==> src/rtl/ssl_pkg.sv <==
`default_nettype none
package ssl_pkg;

  localparam int NUM_SLOTS = 16;
  localparam int NUM_OUTPUTS = 4;
  localparam int SLOT_W = (NUM_SLOTS > 1) ? $clog2(NUM_SLOTS) : 1;
  localparam int CNT_W = $clog2(NUM_SLOTS + 1);

  localparam int MAP_W = 17;
  localparam int ADDR_W = 15;
  localparam int MAP_EN_BIT = 15;
  localparam int MAP_MERGE_BIT = 16;

  localparam int CFG_IDX_W = 3;
  localparam int CFG_DATA_W = 32;

  localparam logic [CFG_IDX_W-1:0] REG_OUTPUT0_MAP = 3'd0;
  localparam logic [CFG_IDX_W-1:0] REG_OUTPUT1_MAP = 3'd1;
  localparam logic [CFG_IDX_W-1:0] REG_OUTPUT2_MAP = 3'd2;
  localparam logic [CFG_IDX_W-1:0] REG_OUTPUT3_MAP = 3'd3;
  localparam logic [CFG_IDX_W-1:0] REG_ACTIVE_WINDOW = 3'd4;
  localparam logic [CFG_IDX_W-1:0] REG_SOURCE_TIMEOUT = 3'd5;
  localparam logic [CFG_IDX_W-1:0] REG_RATE_WINDOW = 3'd6;

  localparam logic [1:0] STATUS_NORMAL = 2'd0;
  localparam logic [1:0] STATUS_CONFLICT = 2'd1;
  localparam logic [1:0] STATUS_MERGING = 2'd2;

  typedef struct packed {
    logic [31:0] ip;
    logic [7:0]  protocol;
    logic [15:0] universe;
    logic [7:0]  priority_lvl;
    logic [31:0] last_seen;
    logic [31:0] window_start;
    logic [15:0] window_count;
    logic [15:0] rate;
  } entry_t;

endpackage
`default_nettype wire

==> src/rtl/ssl_cell.sv <==
`default_nettype none
module ssl_cell
  import ssl_pkg::*;
(
  input  wire logic   clk,
  input  wire logic   rst,
  input  wire logic   shift,
  input  wire entry_t d,
  output entry_t      q
);

  always_ff @(posedge clk) begin
    if (rst) begin
      q <= '0;
    end else if (shift) begin
      q <= d;
    end
  end

endmodule
`default_nettype wire

==> config.mk <==
export PLATFORM = sky130hd
export DESIGN_NAME = ssl_cell
export DESIGN_NICKNAME = d
export VERILOG_FILES = /design/src/rtl/ssl_pkg.sv /design/src/rtl/ssl_cell.sv
export SDC_FILE = /design/constraint.sdc
export NUM_CORES = 1
export LEC_CHECK = 0
export ABC_AREA = 0
export BUFFER_PORTS_ARGS = -buffer_cell sky130_fd_sc_hd__buf_2
export CAP_MARGIN = 20
export CORE_ASPECT_RATIO = 0.6
export CORE_MARGIN = 5
export CORE_UTILIZATION = 25
export DETAILED_ROUTE_END_ITERATION = 8
export SYNTH_ARGS = -nofsm -noshare
export SYNTH_HDL_FRONTEND = slang
export SYNTH_SLANG_ARGS = --single-unit
==> constraint.sdc <==
create_clock -name clk -period 0.95 [get_ports clk]
set_input_delay 0 -clock clk [delete_from_list [all_inputs] [get_ports clk]]
set_output_delay 0 -clock clk [all_outputs]
set_load 0.02 [all_outputs]
; Yosys cells after proc, flatten, opt, wreduce, memory -nomap -nowiden
; Index checks and enable logic that the tools add are counted.
[word_totals]
ff_bits = 160
out_inout_bits = 160

; Longest topological paths before layout
[logic_depth]
depth_word = 0
ltp_mapped = 5
mapped_depth_nobuf = 2

; Worst setup path after synthesis
; No wires, ideal clock.
[synth_timing]
kind = input-to-reg
start = input port shift
end = register q[100] (netlist name)
arrival_time_ns = 0.662
required_ns = 0.822
slack_ns = 0.160
cell_stages = 5
n_path_buf = 3
path_cell_list = buf_4 -> buf_8 -> buf_8 -> mux2i_1 -> nor2_1
[synth_lines]
columns = element, line
row1 = "start, declared", ssl_cell.sv:7  ; input wire logic shift,
row2 = "end signal, assigned", ssl_cell.sv:14  ; q <= '0;
row3 = "end signal, assigned", ssl_cell.sv:16  ; q <= d;
row4 = "end, declared", ssl_cell.sv:9  ; output entry_t q

; Final worst setup path
[layout_timing]
start = register q[47] (netlist name)
end = output port q[47] (netlist name)
; No word-level cell between the ends.

==> metrics <==
DRC violations left=0; Tightest Pin Transition=0.2762 ns; CP required=~0.95 ns; Yosys warnings=0; crit path launch type=flop; Rows=42; dpl ws=~0.054 ns; layout net count=roughly 1200; Yosys reg bits=160; critical setup path kind=reg -> out; Final period util=0.9622; Area growth syn-to-layout=89.65%; DRT Pass-1 Iters=4; root buffer cell=clkbuf_16; ys async rst share=0; synthesized cell area=0.005693 mm^2; number of clock sinks=160; reg2reg end=q[80]; number of port buffers=322; TNS Setup=0 ns; initial antenna violation count=0; Final Hold Viols=0; Die Ht=126.9 um; Max stage delay on crit path=0.35 ns; post-layout util=0.4857; Hold WC Path Type=in -> reg; largest registers=q x160; Total GRT Usage=0.1449; Final Setup Violations=0; H-tree levels=4; via count=5470; post-route ant nets=0; final setup margin=0.03591 ns; Worst Skew=0 ns; FMAX=1094 MHz; predominant post-synthesis flop cell=dfxtp_1; Worst Path Max Fanout=2; Yosys top cell by area=dfxtp_1; max reg flops=160; distinct cell type count after synthesis=8; layout cells sized above 1=0.4819; largest net degree at the start of global routing=60; Top delay family on crit path=flip-flops; initial core utilization=0.2561; leak pwr=between 5 and 6 nW; Worst Path Arrival=between 0.9 and 1 ns; Worst-path clk slew=around 0.06 ns; critical path startpoint=q[47]; Rel. slew slack=0.8158; Buf/Inv on CP=1; setup bufs post-CTS=0; Die W=between 200 and 250 um; Via-to-Cell Ratio=4.110; post-synthesis cell count=516; GR Overflow Total=0; top cell types by occurrence after synthesis=dfxtp_1, mux2i_1, nor2_1; Avg Cell Area, Syn=11.03 um^2; top cells by area, synth=dfxtp_1, mux2i_1, nor2_1; hpwl dp=12130 um; CP max stage cell=dfxtp_1; status=completed; power density cells=1706 mW/mm^2; number of max-cap violations=0; r2r worst-path depth=2; Pins Over Slew Limit=0; critical path endpoint category=output port; Ports=between 300 and 400; critical path, cell by cell=buf_4; sequential area share after synthesis=0.5626; number of synthesized flops with an enable pin=0; global-route wire length before repair=roughly 30000 um; vias in the first global route=5796; Routability Congestion=0.7631; CP endpoint=q[47]; origin of the critical flop-to-flop path=q[80]; Syn Nets=slightly below 700; Largest Register=q; Crit path depth=1; DR iter-0 viols=130; core area=0.02223 mm^2; clock tree from TritonCTS=yes; diode count=0; R2R Setup Slk=approximately 0.24 ns; IR drop worst, VDD=approximately 1.1 mV; area share of the largest cell type after synthesis=0.5626; Clock Path Buffers=2; CTS Buf Count=17; DIE AREA=0.02599 mm^2; minimum clock period=slightly above 0.9 ns; wire per inst=15.17 um; clock latency on the worst-skew pair=~0.41 ns; final wirelength=20190 um
through the flow:
step | instances | power [W] | hold slack (ns) | instance area (um^2)
finish | 1331 | 0.01842 | 0.05084 | 10800
global placement | 1139 | 0.009795 | 0.2312 | 7794
global route | 1331 | 0.01925 | 0.04800 | 10800
floorplan | 516 | 0.008811 | 0.1472 | 5693
detailed placement | 1139 | 0.009813 | 0.2417 | 7794
CTS | 1331 | 0.01837 | 0.02550 | 10340
where the power goes:
part	leakage (nW)	switching [W]	internal [W]	total, W
registers	1.36	0.000254	0.00717	0.00743
logic	3.63	0.00147	0.00176	0.00323
clock network	0.321	0.00282	0.00494	0.00776
cell families (layout without fill, tap and decap cells):
| family | after synthesis | after routing | synth area share |
|---|---|---|---|
| mux | 160 | 160 | 0.2813 |
| flops | 160 | 160 | 0.5626 |
| simple gates | 160 | 160 | 0.1055 |
| buf+inv | 36 | 543 | 0.05055 |
cells in the final DEF, fill, tap and decap left out, drive strengths merged:
cell type and count:
buf 350, clkinvlp 2, clkbuf 19, clkinv 4, bufinv 6, inv 2
nor2 160, dlygate4sd3 160, dfxtp 160, mux2i 160
routing by layer:
layer / GRT usage / up-vias / wire length (um)
met5: 0 / - / 0
met4: 0.05906 / 0 / 498
met3: 0.05434 / 41 / 1420
met2: 0.2484 / 201 / 10230
met1: 0.1636 / 2530 / 8043
li1: - / 2698 / -
worst register-to-register path: stages (launching register included):
cell,delay (ns)
dfxtp_2,0.32
mux2i_1,0.19
nor2_1,0.08
cell type report:
class / instances / area (um^2)
Timing Repair Buffer: 511 / 4202
Sequential cell: 160 / 3342
Clock inverter: 14 / 236.5
Tap cell: 308 / 385.4
Fill cell: 1932 / 11430
Clock buffer: 18 / 429.2
Multi-Input combinational cell: 320 / 2202
worst min path at each step:
stage / startpoint / end / slack [ns] / depth (start not counted)
final: rst / q[50] / 0.05 / 3
after global routing: rst / q[36] / 0.05 / 3
after CTS: rst / q[50] / 0.03 / 3
after detailed placement: d[53] / q[53] / 0.24 / 3
after global placement: d[19] / q[19] / 0.23 / 3
after floorplan: d[100] / q[100] / 0.15 / 2
repair_timing:
item | CTS | global route
resized for setup | 113 | 210
pin swaps | 0 | 0
hold endpoints to repair | 160 | 0
gates cloned | 0 | 0
hold buffers | 160 | 0
endpoints found under the setup margin | 96 | 148
Power figures use the tool's default switching activity.
